--- config.mk ---
export PLATFORM = sky130hd
export DESIGN_NAME = frsq_prep
export DESIGN_NICKNAME = d
export VERILOG_FILES = /design/src/sv/frsq_pkg.sv /design/src/sv/frsq_prep.sv
export SDC_FILE = /design/constraint.sdc
export NUM_CORES = 1
export LEC_CHECK = 0
export ABC_CLOCK_PERIOD_IN_PS = 5470
export BUFFER_PORTS_ARGS = -buffer_cell sky130_fd_sc_hd__buf_2
export CAP_MARGIN = 20
export CORE_MARGIN = 2
export CORE_UTILIZATION = 43
export DETAILED_ROUTE_END_ITERATION = 6
export PLACE_DENSITY = 0.71
export SYNTH_ARGS = -nofsm -noshare
export SYNTH_HDL_FRONTEND = slang
export SYNTH_SLANG_ARGS = --single-unit
--- constraint.sdc ---
create_clock -name i_clk -period 5.47 [get_ports i_clk]
set_clock_uncertainty 0.05 [all_clocks]
set_input_delay 1.094 -clock i_clk [delete_from_list [all_inputs] [get_ports i_clk]]
set_output_delay 1.094 -clock i_clk [all_outputs]
set_load 0.005 [all_outputs]
--- src/sv/frsq_pkg.sv ---
// ============================================================================
// frsq_pkg - shared types and constants of the float32 sqrt / rsqrt unit
// Holds the special-case bit patterns and the pipeline word that moves
// between the prepare, iteration and fixup sections.
// ============================================================================
package frsq_pkg;

    localparam logic [31:0] QNAN_BITS     = 32'h7FC0_0001;
    localparam logic [31:0] POS_INF_BITS  = 32'h7F80_0000;
    localparam logic [31:0] NEG_INF_BITS  = 32'hFF80_0000;
    localparam logic [31:0] NEG_ZERO_BITS = 32'h8000_0000;
    localparam logic [31:0] ZERO_BITS     = 32'h0000_0000;
    localparam logic [31:0] RSQRT_B_INIT  = 32'h4000_0000;

    localparam int ITER_STEPS = 13;

    localparam logic KIND_SQRT  = 1'b0;
    localparam logic KIND_RSQRT = 1'b1;

    typedef struct packed {
        logic        valid;
        logic        kind;
        logic        special;
        logic [31:0] spec_bits;
        logic [7:0]  ne;
        logic [24:0] m;
        logic [31:0] a;
        logic [31:0] b;
    } t_word;

endpackage

--- src/sv/frsq_prep.sv ---
// ============================================================================
// frsq_prep - operand decode and normalization
// Two register stages: capture and find the subnormal shift, then normalize,
// halve the exponent and seed the iteration words.
// ============================================================================
module frsq_prep (
    input  logic             i_clk,
    input  logic             i_rst_n,
    input  logic             i_valid,
    input  logic             i_kind,
    input  logic [31:0]      i_bits,
    output frsq_pkg::t_word  o_word
);

    logic        r_valid, n_valid;
    logic        r_kind, n_kind;
    logic [31:0] r_bits, n_bits;
    logic [4:0]  r_shift, n_shift;
    frsq_pkg::t_word r_word, n_word;

    // leading-one search for the subnormal fraction
    always_comb begin
        n_valid = i_valid;
        n_kind  = i_kind;
        n_bits  = i_bits;
        n_shift = 5'd0;
        for (int i = 0; i < 23; i++) begin
            if (i_bits[i]) begin
                n_shift = 5'(23 - i);
            end
        end
    end

    always_ff @(posedge i_clk) begin
        if (!i_rst_n) begin
            r_valid <= 1'b0;
            r_kind  <= 1'b0;
            r_bits  <= '0;
            r_shift <= '0;
        end else begin
            r_valid <= n_valid;
            r_kind  <= n_kind;
            r_bits  <= n_bits;
            r_shift <= n_shift;
        end
    end

    logic [7:0]  efield;
    logic [23:0] sig;
    logic [24:0] sig_adj;
    logic [9:0]  e;
    logic [9:0]  e_half;
    logic [31:0] shifted;

    always_comb begin
        efield  = r_bits[30:23];
        shifted = r_bits << r_shift;
        if (efield != 8'd0) begin
            sig = {1'b1, r_bits[22:0]};
            e   = 10'({2'b00, efield}) - 10'd127;
        end else begin
            sig = shifted[23:0];
            e   = 10'(-126) - 10'({5'b0, r_shift});
        end
        sig_adj = e[0] ? {sig, 1'b0} : {1'b0, sig};
        e_half  = 10'($signed(e) >>> 1);

        n_word.valid     = r_valid;
        n_word.kind      = r_kind;
        n_word.m         = sig_adj;
        n_word.a         = {1'b0, sig_adj, 6'b0};
        n_word.b         = (r_kind == frsq_pkg::KIND_RSQRT) ? frsq_pkg::RSQRT_B_INIT
                                                            : {sig_adj, 7'b0};
        n_word.ne        = (r_kind == frsq_pkg::KIND_RSQRT) ? 8'(10'd125 - e_half)
                                                            : 8'(e_half + 10'd126);
        n_word.special   = 1'b1;
        n_word.spec_bits = frsq_pkg::QNAN_BITS;
        if (r_bits[31]) begin
            if (r_bits == frsq_pkg::NEG_ZERO_BITS) begin
                n_word.spec_bits = r_kind ? frsq_pkg::NEG_INF_BITS : frsq_pkg::NEG_ZERO_BITS;
            end
        end else if (efield == 8'hFF) begin
            if (r_bits == frsq_pkg::POS_INF_BITS) begin
                n_word.spec_bits = r_kind ? frsq_pkg::ZERO_BITS : frsq_pkg::POS_INF_BITS;
            end
        end else if (r_bits == frsq_pkg::ZERO_BITS) begin
            n_word.spec_bits = r_kind ? frsq_pkg::POS_INF_BITS : frsq_pkg::ZERO_BITS;
        end else begin
            n_word.special = 1'b0;
        end
    end

    always_ff @(posedge i_clk) begin
        if (!i_rst_n) begin
            r_word <= '0;
        end else begin
            r_word <= n_word;
        end
    end

    assign o_word = r_word;

endmodule

== Word level (Yosys, flattened, before mapping) ==
Cells that the tools add are included.

* Flip-flop bits (word level): 146
* Input port bits: 36
* Word-level logic and storage cells: 72

* $add $sub $neg: 4
* Equal/unequal tests: 3
* Shift operators: 1
* Muxes and demuxes: 39
* Bitwise operators: 1
* Reductions and logical operators: 7

{| class="wikitable"
|+ Operators by type and width
! kind !! count
|-
| $mux 31 || 6
|-
| $mux 32 || 3
|-
| $mux 5 || 8
|-
| $eq 32x31->1 const B || 1
|-
| $eq 32x32->1 const B || 1
|-
| $logic_not 32->1 || 1
|-
| $mux 4 || 8
|-
| $shl 32x5->24 || 1
|-
| $mux 25 || 1
|-
| $mux 24 || 1
|-
| $reduce_or 16->1 || 1
|-
| $mux 3 || 4
|-
| $mux 9 || 1
|-
| $sub 8x6->9 const A || 1
|-
| $sub 8x7->9 const B || 1
|-
| $add 8x8->8 const B || 1
|-
| $eq 8x8->1 const B || 1
|-
| $mux 8 || 1
|-
| $reduce_bool 8->1 || 1
|-
| $reduce_or 8->1 || 1
|-
| $sub 8x8->8 const A || 1
|-
| $mux 1 || 4
|-
| $mux 2 || 2
|-
| $reduce_or 2->1 || 2
|-
| other kinds (2) || 2
|}

== Depth between registers and ports, before layout ==
* Word-level depth: 23
* Mapped depth: 12
* Gate-level depth less buffers: 11

== Worst setup path before layout ==
Ideal clock, no wire load.

* Path kind: input to register
* From: input port i_rst_n
* To: register r_word, in the netlist o_word[27]
* Arrival time: 2.266 ns
* Required time: 5.361 ns
* Path slack: 3.095 ns
* Cell stages on the path: 6
* Path buffers: 2
* Path through: clkbuf_1 clkinv_1 or2_1 clkbuf_1 o22ai_1 and2_1

* Longest elaborated chain between the ends: 2

{| class="wikitable"
|+ Ends and longest elaborated chain
! what !! RTL line !! source
|-
| start: declaration || frsq_prep.sv:8 || <nowiki>input logic i_rst_n,</nowiki>
|-
| $not 1->1 (no source line) || -- ||
|-
| $reduce_or 2->1 (no source line) || -- ||
|-
| end signal: assignment || frsq_prep.sv:97 || <nowiki>r_word <= n_word;</nowiki>
|-
| end: declaration || frsq_prep.sv:19 || <nowiki>frsq_pkg::t_word r_word, n_word;</nowiki>
|}

Every way passes these cells.
A chain may end at the register's enable or synchronous reset.

== Worst setup path after layout ==
* From: register r_bits[23]
* To: register r_word, in the netlist o_word[30]

* Longest elaborated chain between the ends: 4
* Elaborated cells between the ends (all ways): 7

{| class="wikitable"
|+ Ends and longest elaborated chain
! what !! RTL line !! source
|-
| start: declaration || frsq_prep.sv:17 || <nowiki>logic [31:0] r_bits, n_bits;</nowiki>
|-
| start signal: assignment || frsq_prep.sv:43 || <nowiki>r_bits <= n_bits;</nowiki>
|-
| $sub 8x7->9, or another cell as far along || frsq_prep.sv:60 || <nowiki>e = 10'({2'b00, efield}) - 10'd127;</nowiki>
|-
| $mux 9 / $mux 24 (equally long branches) || frsq_prep.sv:58 || <nowiki>if (efield != 8'd0) begin</nowiki>
|-
| $mux 25 (*) || frsq_prep.sv:65 || <nowiki>sig_adj = e[0] ? {sig, 1'b0} : {1'b0, sig};</nowiki>
|-
| $mux 32 (*) || frsq_prep.sv:72 || <nowiki>n_word.b = (r_kind == frsq_pkg::KIND_RSQRT) ? frsq_pkg::RSQRT_B_INIT</nowiki>
|}

Mark *: on every way between the ends. The rest lies on a longest branch, timed or not.

==> metrics.md <==
| Metric | Value |
|---|---|
| Root Driver | `clkbuf_16` |
| DRT iter0 DRCs | `between 300 and 400` |
| Final Cycle Share | `52.6%` |
| Max-slew headroom | `49.5%` |
| Sw Ratio | `28.8%` |
| Finished layout cell area | `6120 sq um` |
| DR WL/cell | `around 16 um` |
| Post-CTS sizing | `0` |
| Die W | `116 um` |
| Final Util | `49.1%` |
| Fin Setup TNS | `0 ps` |
| HPWL after DPL | `10.7 mm` |
| Initial cell density of the core | `43.6%` |
| Worst endpoint required time | `5660 ps` |
| Least-Margin Pin Slew | `756 ps` |
| PwrDens | `between 200 and 300 nW/um^2` |
| Routed vias | `4470` |
| Pin count of the biggest net entering global routing | `37` |
| Reg2Reg Launch Point | `r_bits[23]` |
| Main synth FF type | `dfxtp_1` |
| Nets | `716` |
| Global route overflow | `0` |
| Die height | `~120 um` |
| Pleak | `approximately 2.7 nW` |
| Final Hold Fails | `0` |
| Synth cell types | `67` |
| Clock Tree Buf Depth | `2` |
| Critical path capture point type | `flop` |
| Seq/Total Area, Yosys | `between 30% and 40%` |
| Die ar. | `about 14000 sq um` |
| Flop-to-flop setup slack | `~2600 ps` |
| Dpl cells | `835` |
| Syn-to-layout area delta | `12.6%` |
| Clk sink count | `103` |
| Max-cap violations | `0` |
| Filler cells | `1231` |
| Post-synth EDFFs | `0` |
| IO Count | `168` |
| R2R Path End | `o_word[30]` |
| Num CTS Buffers | `9` |
| Post-synth ARST share | `0%` |
| Antenna diodes | `0` |
| Global-route wire length before repair | `about 20 mm` |
| RSZ-0062 raised after global routing | `no` |
| Pins Over Slew Limit | `0` |
| Layout cells sized above 1 | `28.5%` |
| Number of global-route vias before repair | `~4k` |
| Number of synthesis warnings | `0` |
| Switching power | `slightly above 500 uW` |
| Synth Instances | `slightly below 600` |
| Flop pwr share | `46.9%` |
| Clk pin slew, worst setup/hold paths | `80 ps` |
| H-tree depth | `3` |
| Critical path capture point | `o_word[30]` |
| Setup crit start kind | `flop` |
| ANT nets after route | `0` |
| Final worst path period need | `2880 ps` |
| Critical Path AT | `~3000 ps` |
| Crit Path Category | `flop to flop` |
| Status | `completed` |
| Clk_lat worst skew | `around 350 ps` |
| Register area | `2060 sq um` |
| Peak VDD IR | `0.000135 V` |
| Hold buffers post-CTS | `0` |
| Achievable Freq | `348 MHz` |
| #FFs+latches synth | `between 100 and 150` |
| Largest fanout on the critical path | `17` |
| Syn_area_per_cell | `9.17 sq um` |
| Core ar. | `roughly 12000 sq um` |
| GR Util All Layers | `19.6%` |
| Vias/cell | `5.25` |
| DRC | `0` |
| Clock Power Share | `a little over a third` |
| Internal | `roughly 1.3 mW` |
| Initial antenna violation count | `0` |
| Rows | `just over 40` |
| Post-Syn Area | `5430 sq um` |
| Hold Path Class | `flop to flop` |
| Footprint of the multi-input gates | `2780 sq um` |
| WL final | `13.4 mm` |
| Port buffer count | `roughly 130` |
| DP Area | `5800 sq um` |
| Pre-antenna DRT Iters | `5` |
| Setup Buffers After CTS | `0` |
| Logic gate share of total power | `18.1%` |
| CP Launch Point | `r_bits[23]` |
| Reg2reg path depth | `8` |
| Gpl congestion | `0.909` |
| Number of non-filler instances in the completed layout | `852` |
| CTS tree | `yes` |
| Final setup vio count | `0` |
## layout by cell type, fill, tap and decap left out, types with 6 or more instances in the layout
cell type | Yosys | layout
a21oi_1 | 27 | 27
a22oi_1 | 8 | 8
and2_1 | 45 | 45
buf_2 | 12 | 132
clkbuf_16 | 0 | 9
conb_1 | 1 | 35
dfxtp_1 | 103 | 103
inv_1 | 11 | 11
mux2_2 | 11 | 11
mux2i_1 | 17 | 17
mux4_2 | 12 | 12
nand2_1 | 31 | 31
nand2b_1 | 7 | 7
nand3_1 | 6 | 6
nor2_1 | 46 | 46
nor3_1 | 16 | 16
nor4_1 | 10 | 10
o21ai_0 | 11 | 11
o21ai_1 | 6 | 6
o22ai_1 | 30 | 30
xnor2_1 | 8 | 8
## cells in the mapped netlist, drive strengths merged (5+ instances only)
library cell  number  area [sq um]
dfxtp            103          2060
buf               84           608
and2              46           288
nor2              46           173
nand2             31           116
o22ai             31           200
a21oi             29           153
o21ai             19           103
mux2              17           210
mux2i             17           170
nor3              16          80.1
clkbuf            15          56.3
inv               12          45.0
mux4              12           270
nor4              11          83.8
a22oi              9          72.6
xnor2              8          70.1
nand2b             7          43.8
nand3              6          30.0
a22o               5          43.8
ha                 5          62.6
nor2b              5          31.3
or2                5          31.3
## power by group through the flow
| stage | clock network (mW) | registers [mW] | logic, mW |
|---|---|---|---|
| finish | 0.623 | 0.833 | 0.321 |
| global route | 0.660 | 0.839 | 0.358 |
| CTS | 0.632 | 0.834 | 0.319 |
| detailed placement | 0 | 0.852 | 0.318 |
| global placement | 0 | 0.851 | 0.313 |
| floorplan | 0 | 0.846 | 0.246 |
## kinds of logic after synthesis
logic type | share of synthesized area, %
adders and majority gates | 1.15
xor gates and xnor gates | 1.94
DFF | 38.0
muxes | 12.0
AOI/OAI and AO/OA | 16.1
other | 0.0690
and+or+nand+nor | 17.6
buffers and inverters | 13.1
## metrics by stage
stage	setup slack, ps	hold WS [ps]	total power [mW]
floorplan	3100	362	1.09
global placement	2710	395	1.16
detailed placement	2640	397	1.17
CTS	2610	416	1.79
global route	2350	426	1.86
finish	2590	401	1.78
## area by class of cell
cell class | instances | area share [%]
inverter | 13 | 0.798
clock inverter | 7 | 1.02
timing repair buffer | 137 | 11.7
multi-input combinational | 411 | 45.5
clock buffer | 9 | 3.68
sequential | 103 | 33.7
tap | 172 | 3.52
## registers in the layout, indices dropped and copies added, names as in the netlist
| signal | count |
|---|---|
| r_bits | 32 |
| r_shift | 5 |
| r_valid | 1 |
| r_kind | 1 |
| o_word | 64 |
## how the worst min path moves through the flow
stage,start,to,depth (start not counted)
floorplan,r_valid,o_word[131],1
global placement,r_valid,o_word[131],1
detailed placement,r_valid,o_word[131],1
CTS,r_valid,o_word[131],1
global route,r_valid,o_word[131],1
finish,r_valid,o_word[131],1
## worst max-delay path, cell delays in order, from the launching register on
cell and delay (ps):
dfxtp_1 370, inv_1 80, ha_1 130, nor3b_1 420, and2_1 630, o21ai_0 220, a211oi_1 460, o22ai_2 180
or2_1 240
## routing by layer
metal  GRT usage, %  wire length (um)
met1           26.6              6120
met2           30.6              6010
met3           3.79               997
met4           8.25               240
met5              0                 0
Power figures use the tool's default switching activity.
