File: config.mk
export PLATFORM = sky130hd
export DESIGN_NAME = frsq_iter_stage
export DESIGN_NICKNAME = d
export VERILOG_FILES = /design/src/sv/frsq_pkg.sv /design/src/sv/frsq_iter_stage.sv
export SDC_FILE = /design/constraint.sdc
export NUM_CORES = 1
export LEC_CHECK = 0
export ABC_AREA = 1
export BUFFER_PORTS_ARGS = -buffer_cell sky130_fd_sc_hd__buf_4
export CORE_ASPECT_RATIO = 1.4
export CORE_MARGIN = 1.5
export CORE_UTILIZATION = 30
export CTS_CLUSTER_DIAMETER = 60
export DETAILED_ROUTE_END_ITERATION = 16
export GPL_TIMING_DRIVEN = 0
export PLACE_DENSITY_LB_ADDON = 0.25
export SLEW_MARGIN = 5
export SYNTH_ARGS = -nofsm -noshare
export SYNTH_HDL_FRONTEND = slang
export SYNTH_SLANG_ARGS = --single-unit
File: constraint.sdc
create_clock -name i_clk -period 6.1 [get_ports i_clk]
set_input_delay 1.22 -clock i_clk [delete_from_list [all_inputs] [get_ports i_clk]]
set_output_delay 1.22 -clock i_clk [all_outputs]
set_load 0.1 [all_outputs]
File: src/sv/frsq_pkg.sv
// ============================================================================
// frsq_pkg - shared types and constants of the float32 sqrt / rsqrt unit
// Holds the special-case bit patterns and the pipeline word that moves
// between the prepare, iteration and fixup sections.
// ============================================================================
package frsq_pkg;

    localparam logic [31:0] QNAN_BITS     = 32'h7FC0_0001;
    localparam logic [31:0] POS_INF_BITS  = 32'h7F80_0000;
    localparam logic [31:0] NEG_INF_BITS  = 32'hFF80_0000;
    localparam logic [31:0] NEG_ZERO_BITS = 32'h8000_0000;
    localparam logic [31:0] ZERO_BITS     = 32'h0000_0000;
    localparam logic [31:0] RSQRT_B_INIT  = 32'h4000_0000;

    localparam int ITER_STEPS = 13;

    localparam logic KIND_SQRT  = 1'b0;
    localparam logic KIND_RSQRT = 1'b1;

    typedef struct packed {
        logic        valid;
        logic        kind;
        logic        special;
        logic [31:0] spec_bits;
        logic [7:0]  ne;
        logic [24:0] m;
        logic [31:0] a;
        logic [31:0] b;
    } t_word;

endpackage

File: src/sv/frsq_iter_stage.sv
// ============================================================================
// frsq_iter_stage - one shift-and-add normalization step
// Try a * (1 + 2^-K)^2; keep it when it stays below 2^31 and scale b by
// (1 + 2^-K) to match. One register stage.
// ============================================================================
module frsq_iter_stage #(
    parameter int K = 1
) (
    input  logic             i_clk,
    input  logic             i_rst_n,
    input  frsq_pkg::t_word  i_word,
    output frsq_pkg::t_word  o_word
);

    logic [33:0] t1, t2;
    frsq_pkg::t_word r_word, n_word;

    always_comb begin
        t1     = {2'b00, i_word.a} + ({2'b00, i_word.a} >> K);
        t2     = t1 + (t1 >> K);
        n_word = i_word;
        if (t2[33:31] == 3'b000) begin
            n_word.a = t2[31:0];
            n_word.b = i_word.b + (i_word.b >> K);
        end
    end

    always_ff @(posedge i_clk) begin
        if (!i_rst_n) begin
            r_word <= '0;
        end else begin
            r_word <= n_word;
        end
    end

    assign o_word = r_word;

endmodule

* Word-level counts from Yosys, hierarchy flattened
Cells that the tools add are included.
** Cells by class
- $add $sub $neg :: 3
- Multipliers :: 0
- Divide/modulo/power cells :: 0
- $lt $le $gt $ge :: 0
- Equal/unequal tests :: 0
- Shifts and indexed selects :: 0
- Multiplexer cells :: 1
- Bitwise operators :: 0
- Reductions and logical operators :: 1
** Operators with widths (number)
- 64-bit 2-to-1 mux :: 1
- 33-bit by 32-bit adder with 34-bit output :: 1
- 32-bit by 31-bit adder with 33-bit output :: 1
- 32-bit by 31-bit adder with 32-bit output :: 1
- 3-bit logical NOT :: 1
** Word-level totals
- Flip-flop bits (word level) :: 132
- Latch bits :: 0
- RAM bits :: 0
- ROM bits :: 0
- Input port bits :: 134
- Output and inout bits :: 132
- Memories kept :: 0

* Longest topological paths before layout
Gate-level depths: netlist of the first run.
- Depth after elaboration :: 4
- Depth in mapped cells :: 34
- Gate-level depth less buffers :: 34

* Least setup slack after synthesis of the first run
OpenSTA, ideal clock, no wires.
- Path kind :: in2reg
- From :: input port i_word[50] in the netlist's numbering
- To :: register r_word, in the netlist o_word[0]
- Library setup time :: 0.113 ns
- Arrival time :: 4.868 ns
- Data required time :: 5.987 ns
- Slack :: 1.119 ns
- Cell stages on the path :: 31
- Cells stage by stage :: ha_1 > nand2_1 > nor2_1 > inv_1 > nor2_1 > nand3_1 > nand3_2 > nand3_1 > nand2_1 > nand3_1 > nand2_1 > nand3_1 > nand2_1 > nand3_1 > nand2_1 > inv_1 > o21ai_0 > xor2_1 > inv_1 > ha_1 > nand2_1 > inv_1 > nand2_1 > nor2_1 > and3_1 > a21o_1 > nor2_2 > clkbuf_1 > nand4_1 > nand2_1 > nor2_1
** On the way
- Word-level cells in the longest chain between the ends :: 4
** RTL lines
- from (decl) :: line frsq_iter_stage.sv:11 : input frsq_pkg::t_word i_word,
- 32-bit by 31-bit adder with 33-bit output :: line frsq_iter_stage.sv:19 : t1 = {2'b00, i_word.a} + ({2'b00, i_word.a} >> K);
- 33-bit by 32-bit adder with 34-bit output :: line frsq_iter_stage.sv:20 : t2 = t1 + (t1 >> K);
- 3-bit logical NOT :: line frsq_iter_stage.sv:22 : if (t2[33:31] == 3'b000) begin
- 64-bit 2-to-1 mux :: line frsq_iter_stage.sv:22
- to (signal assigned) :: line frsq_iter_stage.sv:32 : r_word <= n_word;
- to (decl) :: line frsq_iter_stage.sv:16 : frsq_pkg::t_word r_word, n_word;
Every way passes these cells.
A chain may end at the register's enable or synchronous reset.

* Worst setup path after layout of the first run
- From :: input port i_word[33] in the netlist's numbering
- To :: register r_word, in the netlist o_word[0]
The elaborated chain is that of the path after synthesis.

==> impl_metrics.ini, run 1 <==
[routing]
drtIter0Drc = 475
viasPerCell = 4.76
vias = 10100
drt_first_pass_iters = 5
postRouteAntennaNets = 0
drt_wl_total_microns = 32100
drc_errors = 0
wire_per_inst_microns = 15.2

[finish]
final_area_sq_um = 12800
regArea_sq_um = 2640
area_delta_synth_final_pct = 32.7
fin_cells = 2111
largest_reg_flops = 132
multi_input_area_sq_um = 6060
fin_nets = 1937
fillers = 3415
fin_util_pct = 40.5
drive_gt1_share_pct = 21.0
diodes = 0

[power]
p_int_mw = 2.55
swShare_pct = 51.6
p_switching_mw = 2.72
combPwrFrac_pct = 59.8
p_leak_nw = 6.85
p_seq_share_pct = 19.6
peakVddDrop_v = 0.000207
totalPowerFinal_mw = 5.27
cellPowerDensity_nw_per_um2 = 412
p_clk_share_pct = 20.6

[setup_path]
cp_slowest_cell = fa_1
arrival_ns = 5.99
cpPeakStageDelay_ns = 0.43
crit_path_end_kind = register
cp_max_fo = 10
worstSetupPathType = primary input to register
cp.required_ns = 6.43
startpoint_type = primary input

[floorplanning]
fp.coreArea_sq_um = 31600
fp.dieH_microns = 215
die_width_microns = 154
row_count = 77
start_util_pct = 30.5
ioPinCount = 266
dieArea_sq_um = 33200

[job]
maxCapViolCount = 0

[logic_synthesis]
yosys.cell_types.count = 42
async_flop_share_pct = 0
synthTopCellsByArea = dfxtp_1 27%, nand2_1 14%, ha_1 13%, nor2_1 7.5%, inv_1 6.9%
ys_seq_elements = 132
synth_nets = 1651
syn_area_per_cell_sq_um = 6.80
yosysTopAreaCell = dfxtp_1
seq_area_frac_synth_pct = 27.4
ys_top_cells_by_count = 349 x nand2_1, 192 x nor2_1, 177 x inv_1, 132 x dfxtp_1, 102 x a21oi_1
yosys_most_used_dff = dfxtp_1
ys_warn_count = 0
synth_area_sq_um = 9640
synth_edf_count = 0
syn-instance-count = 1417
yosysTopAreaCellShare_pct = 27.4
yosysMostFrequentCell = nand2_1

[clocking]
cts_tree = done
clock-root-buffer = clkbuf_16
clockBufferDepth = 2
clock-sinks = 132
cts_inserted_buffers = 17
clkTransAtPathRegs_ns = 0.06
htreeDepth = 4

[hold_path]
hold_depth = 3
min_from = i_word[66]
hold_end = o_word[66]$_SDFF_PN0_
hold_class = primary input to register

[global_route]
gr-total-overflow = 0
grt_max_degree = 17
antenna_found_initial = 0
track_usage_pct = 19.2
grt_pass1_vias = 9909
grt_pass1_wl_microns = 49800

[timing]
hold_violations = 0
tns_ns = 0
worstMarginPinSlew_ns = 0.757
setup_viol = 0
fin_hold_ws_ns = 0.967
relSlewSlack_pct = 49.5
setup_ws_ns = 0.440
period_share_pct = 92.8
max_freq_mhz = 177
finalCriticalPeriod_ns = 5.66
slew_viol_final = 0

[placement]
dpl.hpwl_microns = 26600
place.gp.congestion = 0.880
place_area_sq_um = 12100
dp_cells = 2076
place_ws_ns = -0.343
port_buffers = 264

[outcome]
status = finished, final reports clean
==> per-layer routing <==
metal	up-vias	GRT usage, %	share of wire (%)
met3	39	3.51	5.1
met4	0	6.54	2.1
li1	5203	-	-
met5	-	0	0
met1	4527	18.9	37
met2	285	39.1	55
==> final cells by class <==
type	count	share of cell area, %
repair buffers	267	15.7
multi-input cells	1065	47.4
well taps	395	3.86
clock buffers	18	3.36
inverters	179	5.25
plain buffers	41	2.29
clock inverters	14	1.50
flip-flops and latches	132	20.7
==> layout by cell type, fill, tap and decap left out, types with 12 or more instances in the layout <==
cell and n:
nand4_1 80, nand3_1 34, ha_1 96, xnor2_1 44
xor2_1 37, o21ai_0 35, dfxtp_1 132, nor2_1 191
buf_4 277, inv_1 177, a21oi_1 102, clkbuf_16 17
buf_6 12, nand2_1 348
==> power groups by stage <==
| stage | clock network (mW) | registers [mW] | logic (mW) |
|---|---|---|---|
| 2_1_floorplan | 0 | 2.03 | 1.42 |
| 3_3_place_gp | 0 | 1.05 | 3.13 |
| 3_5_place_dp | 0 | 1.05 | 3.14 |
| 4_1_cts | 1.13 | 1.04 | 3.15 |
| 5_1_grt | 1.16 | 1.05 | 3.40 |
| 6_report | 1.09 | 1.03 | 3.15 |
==> critical path, delay by kind of cell <==
kind | cells | cell delay [ns]
compound gates | 8 | 1.80
xor+xnor | 1 | 0.27
fa+ha+maj | 3 | 0.99
buf+inv | 4 | 0.46
simple gates | 9 | 1.22
==> cells by family (layout without fill, tap and decap cells) <==
group	after synthesis	count (layout)	share of synthesized area, %
xor gates and xnor gates	81	81	7.36
buffers and inverters	220	519	9.99
adders and majority gates	100	100	13.2
DFF	132	132	27.4
and+or+nand+nor	696	696	30.9
AOI/OAI and AO/OA	188	188	11.1
==> what timing repair did <==
action | 4_1_cts | 5_1_grt
hold buffers | 0 | 0
endpoints found under the setup margin | 0 | 64
resized for setup | 0 | 12
buffers inserted | 0 | 3
==> how the worst max path moves through the flow <==
stage | startpoint | to | slack, ns
5_1_grt | i_word[42] | o_word[2]$_SDFF_PN0_ | -0.007
6_report | i_word[33] | o_word[0]$_SDFF_PN0_ | 0.44
3_3_place_gp | i_word[33] | o_word[62]$_SDFF_PN0_ | -0.30
3_5_place_dp | i_word[33] | o_word[61]$_SDFF_PN0_ | -0.34
2_1_floorplan | i_word[50] | o_word[0]$_SDFF_PN0_ | 1.12
4_1_cts | i_word[33] | o_word[61]$_SDFF_PN0_ | 0.1
No activity file was read; power rests on OpenSTA's default activity.
==> run 2, diff against run 1 <==
REMOVE_ABC_BUFFERS = 1   (was not set)
SKIP_LAST_GASP = 1   (was not set)
==> run 2 against run 1 <==
Critical path depth is 6 higher. Routed wire length is 4.6% higher. Critical path type unchanged. Largest cell class unchanged. Count of clock-buffer cells in the layout is 1 higher. Sequential share of layout area is 0.12 points lower. Via count is 0.21% lower.
==> impl_metrics.ini, run 2 (synthesis results as in run 1) <==
[outcome]
status = finished, final reports clean

[clocking]
clock-root-buffer = clkbuf_16
clock-sinks = 132
htreeDepth = 4
clockBufferDepth = 2
clkTransAtPathRegs_ns = 0.07
cts_inserted_buffers = 17
cts_tree = done

[routing]
wire_per_inst_microns = 16.0
drtIter0Drc = 474
vias = 10000
drc_errors = 0
postRouteAntennaNets = 0
drt_first_pass_iters = 7
viasPerCell = 4.79
drt_wl_total_microns = 33600

[setup_path]
cp_slowest_cell = ha_2
timing.critical_path.mode_cell = nand2_1
crit_path_end_kind = register
startpoint_type = primary input
cpPeakStageDelay_ns = 0.38
worstSetupPathType = primary input to register
cp_max_fo = 31
cp.required_ns = 6.43
arrival_ns = 6.06

[floorplanning]
fp.dieH_microns = 215
dieArea_sq_um = 33200
row_count = 77
fp.coreArea_sq_um = 31600
ioPinCount = 266
die_width_microns = 154
start_util_pct = 30.5

[power]
p_int_mw = 2.62
cellPowerDensity_nw_per_um2 = 427
p_clk_share_pct = 20.7
swShare_pct = 52.3
combPwrFrac_pct = 60.4
p_switching_mw = 2.88
peakVddDrop_v = 0.000182
p_leak_nw = 6.85
p_seq_share_pct = 18.9

[finish]
diodes = 0
layout_common_cells = 348 x nand2_1, 276 x buf_4, 189 x nor2_1, 177 x inv_1, 132 x dfxtp_1
fillers = 3393
largest_reg_flops = 132
final_common_cell = nand2_1
fin_util_pct = 40.7
fin_nets = 1919
regArea_sq_um = 2640
multi_input_area_sq_um = 6170
area_delta_synth_final_pct = 33.5
drive_gt1_share_pct = 21.0
fin_cells = 2093

[timing]
slew_viol_final = 0
max_freq_mhz = 174
grt_setup_unrepaired = yes
relSlewSlack_pct = 27.7
period_share_pct = 94.0
fin_hold_ws_ns = 0.961
setup_viol = 0
finalCriticalPeriod_ns = 5.74
setup_ws_ns = 0.365
worstMarginPinSlew_ns = 1.08
hold_violations = 0

[placement]
dp_cells = 2038
port_buffers = 265
place.gp.congestion = 0.864
dpl.hpwl_microns = 24000
place_ws_ns = -1.26

[global_route]
antenna_found_initial = 0
grt_max_degree = 133
grt_pass1_wl_microns = 50600
grt_pass1_vias = 9723
gr-total-overflow = 0
track_usage_pct = 19.6

[job]
maxCapViolCount = 0

[hold_path]
hold_depth = 3
hold_class = primary input to register
min_from = i_word[129]
hold_end = o_word[129]$_SDFF_PN0_
run 2: cell type report:
type                            count  area share (%)
Multi-Input combinational cell   1071            48.0
Sequential cell                   132            20.5
Timing Repair Buffer              283            17.2
Inverter                          179            5.35
Tap cell                          395            3.84
Clock buffer                       19            3.44
Clock inverter                     13            1.53
Timing Repair inverter              1          0.0681
run 2: worst max-delay path by stage:
stage               start               endpoint  cells after the start
6_report       i_word[43]  o_word[39]$_SDFF_PN0_                     31
5_1_grt        i_word[43]  o_word[23]$_SDFF_PN0_                     31
4_1_cts        i_word[50]  o_word[35]$_SDFF_PN0_                     31
3_5_place_dp   i_word[33]  o_word[55]$_SDFF_PN0_                     25
3_3_place_gp   i_word[33]  o_word[62]$_SDFF_PN0_                     26
2_1_floorplan  i_word[50]  o_word[31]$_SDFF_PN0_                     30
run 2: worst max-delay path, delay by kind of cell:
family / cells / cell delay [ns]
AOI/OAI and AO/OA: 3 / 0.67
xor gates and xnor gates: 1 / 0.30
adders and majority gates: 2 / 0.75
buffers and inverters: 6 / 0.93
and+or+nand+nor: 19 / 2.16
run 2: power groups by stage:
stage	sequential [mW]	combinational, mW	clock, mW
final	1.04	3.32	1.14
after global routing	1.05	3.56	1.20
after CTS	1.04	3.24	1.18
after detailed placement	1.06	3.05	0
after global placement	1.05	3.03	0
after floorplan	2.03	1.29	0
run 2: repair_timing:
item	in CTS	in global routing
buffers inserted	9	7
endpoints found under the setup margin	64	64
hold buffers	0	0
gates cloned	4	3
pin swaps	5	5
resized for setup	5	19
run 2: per-layer routing:
layer	global-route usage [%]	vias to the layer above	share of wire [%]
li1	-	5165	-
met1	20.6	4539	40
met2	38.2	281	53
met3	3.35	48	4.8
met4	6.86	0	2.6
met5	0	-	0
run 2: stage by stage:
stage / cell area (sq um) / setup TNS (ns) / total power, mW
floorplan: 9350 / 0 / 3.32
global placement: 11800 / -118.15 / 4.08
detailed placement: 11900 / -67.22 / 4.11
CTS: 12700 / -0.0269 / 5.46
global route: 12900 / -2.08 / 5.82
finish: 12900 / 0 / 5.50
